### config.mk
export PLATFORM = sky130hd
export DESIGN_NAME = csv_row_tokenizer_core
export DESIGN_NICKNAME = d
export VERILOG_FILES = /design/src/hdl/csvtok_pkg.sv /design/src/hdl/csvtok_step.sv /design/src/hdl/csv_row_tokenizer_core.sv
export SDC_FILE = /design/constraint.sdc
export NUM_CORES = 1
export LEC_CHECK = 0
export BUFFER_PORTS_ARGS = -buffer_cell sky130_fd_sc_hd__buf_2
export CORE_MARGIN = 2
export CORE_UTILIZATION = 27
export CTS_CLUSTER_DIAMETER = 40
export DETAILED_ROUTE_END_ITERATION = 8
export MAX_ROUTING_LAYER = met4
export PLACE_DENSITY_LB_ADDON = 0.2
export SLEW_MARGIN = 30
export SYNTH_ARGS = -nofsm -noshare
export SYNTH_HDL_FRONTEND = slang
export SYNTH_HIERARCHICAL = 1
export SYNTH_SLANG_ARGS = --single-unit
### constraint.sdc
create_clock -name aclk -period 2.2 [get_ports aclk]
set_clock_uncertainty 0.2 [all_clocks]
set_input_delay 0.22 -clock aclk [delete_from_list [all_inputs] [get_ports aclk]]
set_output_delay 0.22 -clock aclk [all_outputs]
set_load 0.02 [all_outputs]
### src/hdl/csvtok_pkg.sv
// Shared types and character constants for the CSV row tokenizer.
// No dependencies; used by csvtok_step and csv_row_tokenizer_core.
package csvtok_pkg;

    localparam logic [7:0] CH_QUOTE   = 8'h22;
    localparam logic [7:0] CH_COMMA   = 8'h2C;
    localparam logic [7:0] CH_NEWLINE = 8'h0A;

    typedef enum logic [1:0] {
        KIND_BYTE      = 2'd0,
        KIND_FIELD_END = 2'd1,
        KIND_ROW_END   = 2'd2
    } kind_t;

    typedef struct packed {
        logic       quote_open;
        logic       quote_pending;
        logic       row_started;
        logic [7:0] column_index;
        logic       header_done;
        logic [7:0] header_columns;
    } tok_state_t;

    typedef struct packed {
        kind_t      kind;
        logic [7:0] out_byte;
        logic [7:0] column;
        logic       in_header;
        logic [7:0] fields_in_row;
        logic       row_status;
    } tok_result_t;

endpackage

### src/hdl/csvtok_step.sv
// Next-state and result logic of the tokenizer for one input transfer.
// Depends on csvtok_pkg. Purely combinational; state is held by the caller.
module csvtok_step #(
    parameter int MAX_COLUMNS = 255
) (
    input  csvtok_pkg::tok_state_t  cur,
    input  logic                    mode,
    input  logic [7:0]              data_byte,
    output csvtok_pkg::tok_state_t  nxt,
    output logic [1:0]              count,
    output csvtok_pkg::tok_result_t res0,
    output csvtok_pkg::tok_result_t res1
);
    import csvtok_pkg::*;

    localparam int         CAP_INT = (MAX_COLUMNS - 1 < 254) ? MAX_COLUMNS - 1 : 254;
    localparam logic [7:0] COL_CAP = CAP_INT[7:0];

    logic       hdr;
    logic [7:0] fields;
    logic       mismatch;

    assign hdr      = !cur.header_done;
    assign fields   = cur.column_index + 8'd1;
    assign mismatch = cur.header_done && (fields != cur.header_columns);

    always_comb begin
        logic finish;
        finish = 1'b0;
        nxt    = cur;
        count  = 2'd0;
        res0   = '0;
        res1   = '0;
        res0.in_header = hdr;
        res0.column    = cur.column_index;

        if (mode) begin
            if (cur.row_started) begin
                finish = 1'b1;
            end else begin
                nxt.quote_open    = 1'b0;
                nxt.quote_pending = 1'b0;
            end
        end else if (cur.quote_pending && data_byte == CH_QUOTE) begin
            // doubled quote inside quotes: one literal quote, still open
            nxt.quote_pending = 1'b0;
            nxt.row_started   = 1'b1;
            res0.kind         = KIND_BYTE;
            res0.out_byte     = CH_QUOTE;
            count             = 2'd1;
        end else begin
            nxt.quote_pending = 1'b0;
            if (cur.quote_pending)
                nxt.quote_open = 1'b0;

            if (data_byte == CH_NEWLINE) begin
                if (cur.row_started)
                    finish = 1'b1;
                else
                    nxt.quote_open = 1'b0;   // empty line
            end else begin
                nxt.row_started = 1'b1;
                if (data_byte == CH_QUOTE) begin
                    if (nxt.quote_open)
                        nxt.quote_pending = 1'b1;
                    else
                        nxt.quote_open = 1'b1;
                end else if (data_byte == CH_COMMA && !nxt.quote_open) begin
                    res0.kind = KIND_FIELD_END;
                    count     = 2'd1;
                    if (cur.column_index < COL_CAP)
                        nxt.column_index = cur.column_index + 8'd1;
                end else begin
                    res0.kind     = KIND_BYTE;
                    res0.out_byte = data_byte;
                    count         = 2'd1;
                end
            end
        end

        if (finish) begin
            res0.kind          = KIND_FIELD_END;
            res0.out_byte      = '0;
            res1.kind          = KIND_ROW_END;
            res1.column        = cur.column_index;
            res1.in_header     = hdr;
            res1.fields_in_row = fields;
            res1.row_status    = mismatch;
            count              = 2'd2;
            if (!cur.header_done) begin
                nxt.header_columns = fields;
                nxt.header_done    = 1'b1;
            end
            nxt.column_index  = '0;
            nxt.row_started   = 1'b0;
            nxt.quote_open    = 1'b0;
            nxt.quote_pending = 1'b0;
        end
    end

endmodule

### src/hdl/csv_row_tokenizer_core.sv
// Top level of the CSV row tokenizer: stream ports, state and output stages.
// Depends on csvtok_pkg and csvtok_step.
//
// Takes one text byte per transfer and returns field bytes, field-end and
// row-end items. While m_tready is high, an item that produces one result
// or none lets the next byte be taken with no stall in between.
// A newline or end-of-stream that closes a row produces two results; the
// second waits in a hold register behind the output register, so the input
// stalls after it while the hold register drains. Sustained rate is
// therefore one byte per cycle while m_tready is high, plus a stall at each
// row end. The first non-empty line is the header; later row ends flag a
// field count that differs from the header's.
module csv_row_tokenizer_core #(
    parameter int MAX_COLUMNS = 255
) (
    input  logic        aclk,
    input  logic        aresetn,
    input  logic        s_tvalid,
    output logic        s_tready,
    input  logic [7:0]  s_tdata,   // [7:0] data_byte
    input  logic [0:0]  s_tuser,   // [0] mode
    output logic        m_tvalid,
    input  logic        m_tready,
    output logic [31:0] m_tdata,   // [7:0] out_byte, [15:8] column, [16] in_header,
                                   // [24:17] fields_in_row, [25] row_status
    output logic [1:0]  m_tuser    // [1:0] kind
);
    import csvtok_pkg::*;

    tok_state_t  state_reg, state_next;
    tok_result_t out_reg, hold_reg, res0, res1;
    logic        out_valid_reg, hold_valid_reg;
    logic [1:0]  count;
    logic        s_xfer;

    csvtok_step #(.MAX_COLUMNS(MAX_COLUMNS)) u_step (
        .cur       (state_reg),
        .mode      (s_tuser[0]),
        .data_byte (s_tdata),
        .nxt       (state_next),
        .count     (count),
        .res0      (res0),
        .res1      (res1)
    );

    assign s_tready = !hold_valid_reg && (!out_valid_reg || m_tready);
    assign s_xfer   = s_tvalid && s_tready;

    always_ff @(posedge aclk) begin
        if (!aresetn) begin
            state_reg      <= '0;
            out_valid_reg  <= 1'b0;
            hold_valid_reg <= 1'b0;
        end else begin
            if (s_xfer)
                state_reg <= state_next;
            if (hold_valid_reg && m_tready) begin
                hold_valid_reg <= 1'b0;
            end else if (s_xfer) begin
                out_valid_reg  <= (count != 2'd0);
                hold_valid_reg <= (count == 2'd2);
            end else if (m_tready) begin
                out_valid_reg <= 1'b0;
            end
        end
    end

    // payload, no reset
    always_ff @(posedge aclk) begin
        if (hold_valid_reg && m_tready) begin
            out_reg <= hold_reg;
        end else if (s_xfer) begin
            out_reg  <= res0;
            hold_reg <= res1;
        end
    end

    assign m_tvalid = out_valid_reg;
    assign m_tuser  = out_reg.kind;
    assign m_tdata  = {6'd0, out_reg.row_status, out_reg.fields_in_row,
                       out_reg.in_header, out_reg.column, out_reg.out_byte};

endmodule
==> impl_results.md <==
* Ys async rst share at 0
* Largest register FFs at 28
* Area leader, netlist: edfxtp_1
* Dpl hpwl at just over 6 mm
* Crit share post-route at 0.954
* Vias/cell at 4.37
* Critical Path End: hold_reg[0]$_DFFE_PP_
* Final slew viol count at 0
* Die ar. at 16600 sq um
* Crit path launch: state_reg[9]$_SDFFE_PN0P_
* Pin count of the biggest net entering global routing at 50
* Distinct cells, synth at 49
* Core ar. at 15200 sq um
* Worst R2R End: hold_reg[0]$_DFFE_PP_
* Gr usage total at 0.119
* CP dominant cell by count: and3_1
* Die width at ~130 um
* # H-tree levels at 3
* FF-to-FF setup slack at 100 ps
* Post-synthesis sequential area ratio at 0.505
* Initial detailed-routing violation count at 196
* GPL Wtd Cong at 0.813
* Max-cap violation count at 0
* Final setup TNS at 0 ps
* Worst R2R Path Depth at 6
* CP Cell Sequence: ha_1, and3_1, and3_1, xnor3_1, nand2_1, o311a_1
* # diodes at 0
* Clock Tree Buf Depth at 2
* Avg WL per Cell at 14.9 um
* Clock-pin slew on the worst setup and hold paths at 60 ps
* Worst hold path cell count at 4
* Synth top area share at 0.400
* Synth warnings at 6
* Grt ovf at 0
* DR DRC count at 0
* Synth Flop Type: edfxtp_1
* R2R Path Start: state_reg[9]$_SDFFE_PN0P_
* Total Wirelength at 9.12 mm
* Port bufs at 42
* CTS root buffer: clkbuf_16
* Layout Cells excl Fill at 614
* Die H at ~130 um
* Critical path endpoint category: flop
* Worst EP arrival at 1980 ps
* Clk Latency, worst-skew pair at 340 ps
* Synth area leaders: edfxtp_1 (40%), dfxtp_1 (10%), mux2_2 (7.8%)
* # IOs at 49
* Critical path depth in cells at 6
* Antenna Nets Post-Route at 0
* CP Class: reg2reg
* Hold WC Path Type: in2reg
* Area growth, synth to finish at 18.3%
* Dpl cells at around 600
* CTS Sinks at 78
* First-pass GRT wire length at about 14 mm
* Final setup fails at 0
* EDFF count, synth at 56
* Maximum fanout along the worst path at 5
* NumNets Final at 435
* Mapped cell area at approximately 4200 sq um
* Count leader, synth: edfxtp_1
* Post-synthesis register bit count at 78
* Outcome: finished, final reports clean
* CP top delay family: simple AND/OR/NAND/NOR gates
* TritonCTS clock tree: done
* Rows at 45
* Mapped Cells at 368
* Setup repair bufs after CTS at 0
* Vias in the first global route at 2614
* Routed vias at 2685
* CTS Buf Count at 9
* Syn_area_per_cell at 11.4 sq um
* PwrDens at 737 nW/um^2
* Startpoint Class: flop
* Worst Path Buf+Inv at 0
* Drt first pass iters at 4
* Final hold violation count at 0
* Initial Util at 0.276
* Leakage Power at around 2.1 nW
* RSZ-0062 raised after global routing: false
* Max stage delay on crit path at 320 ps
* Worst EP required at ~2100 ps
* Share of layout cells above drive strength 1 at 0.322
* Initial antenna violation count at 0
* Post-route minimum period at 2100 ps
* CP max-delay cell: dfxtp_1
* Achievable Freq at 0.476 GHz
* Max rail drop VDD at 0.298 mV
* Synth top cells by count: edfxtp_1 (56), nand2_1 (52), buf_4 (36)
==> report_power, final <==
group	leakage [nW]	internal (W)	switching (W)	total [W]
logic	1.19	0.000101	0.000183	0.000284
registers	0.735	0.00165	0.0000178	0.00166
clock network	0.164	0.00114	0.000580	0.00172
total	2.09	0.00288	0.000781	0.00366
==> kinds of logic after synthesis <==
logic type,Yosys count,synth area share
AOI/OAI and AO/OA,34,0.0587
and+or+nand+nor,118,0.147
buffers and inverters,67,0.108
muxes,53,0.139
other,2,0.00179
xor gates and xnor gates,15,0.0378
adders and majority gates,1,0.00298
DFF,78,0.505
==> timing repair <==
action | in CTS | in global routing
hold buffers | 1 | 0
endpoints found under the setup margin | 0 | 6
endpoints found under the hold margin | 2 | 0
gates resized for setup | 0 | 5
==> final cells by class <==
cell class | count | area (sq um)
Fill cell | 1547 | 10200
Sequential cell | 78 | 2120
Multi-Input combinational cell | 246 | 1730
Timing Repair Buffer | 77 | 513
Clock buffer | 12 | 246
Tap cell | 188 | 235
Clock inverter | 4 | 93.8
Inverter | 9 | 33.8
==> cells in the final DEF (no fill, tap or decap), drive strengths merged, types with 3 or more instances in the layout <==
| cell type | count |
|---|---|
| a21oi | 7 |
| a311oi | 5 |
| and2 | 6 |
| and3 | 17 |
| buf | 76 |
| bufinv | 3 |
| clkbuf | 12 |
| conb | 25 |
| dfxtp | 22 |
| edfxtp | 56 |
| inv | 9 |
| mux2 | 33 |
| mux2i | 20 |
| nand2 | 53 |
| nand2b | 3 |
| nand3 | 7 |
| nor2 | 12 |
| nor2b | 6 |
| nor3 | 3 |
| o21ai | 11 |
| xnor2 | 8 |
| xor2 | 5 |
==> through the flow <==
step	total power (W)	worst slack (ps)	hold WS [ps]	cell area (sq um)	util
floorplan	0.00192	3.91	191	4290	-
global placement	0.00198	-246	263	4610	0.303
detailed placement	0.00198	-276	272	4610	0.303
CTS	0.00371	83.7	82.5	4960	0.326
global route	0.00379	0.657	123	4970	0.327
finish	0.00366	101	84.9	4970	0.327
==> worst min path at each step <==
stage	from	slack [ps]	endpoint
floorplan	s_tuser	190	state_reg[19]$_SDFFE_PN0P_
global placement	state_reg[19]$_SDFFE_PN0P_	260	state_reg[19]$_SDFFE_PN0P_
detailed placement	state_reg[19]$_SDFFE_PN0P_	270	state_reg[19]$_SDFFE_PN0P_
CTS	s_tdata[3]	80	state_reg[18]$_SDFFE_PN0P_
global route	s_tdata[3]	120	state_reg[18]$_SDFFE_PN0P_
finish	s_tdata[3]	80	state_reg[18]$_SDFFE_PN0P_
==> tightest hold or removal path, stage by stage <==
cell and delay [ps]:
buf_2 170, nor4_1 80, nand2_1 50, mux2i_1 50
==> layer usage <==
layer | part of all wire | global-route usage
met5 | 0 | -
met4 | 0.021 | 0.0595
met3 | 0.033 | 0.0133
met2 | 0.46 | 0.180
met1 | 0.48 | 0.158
(Power assumes the default switching activity.)
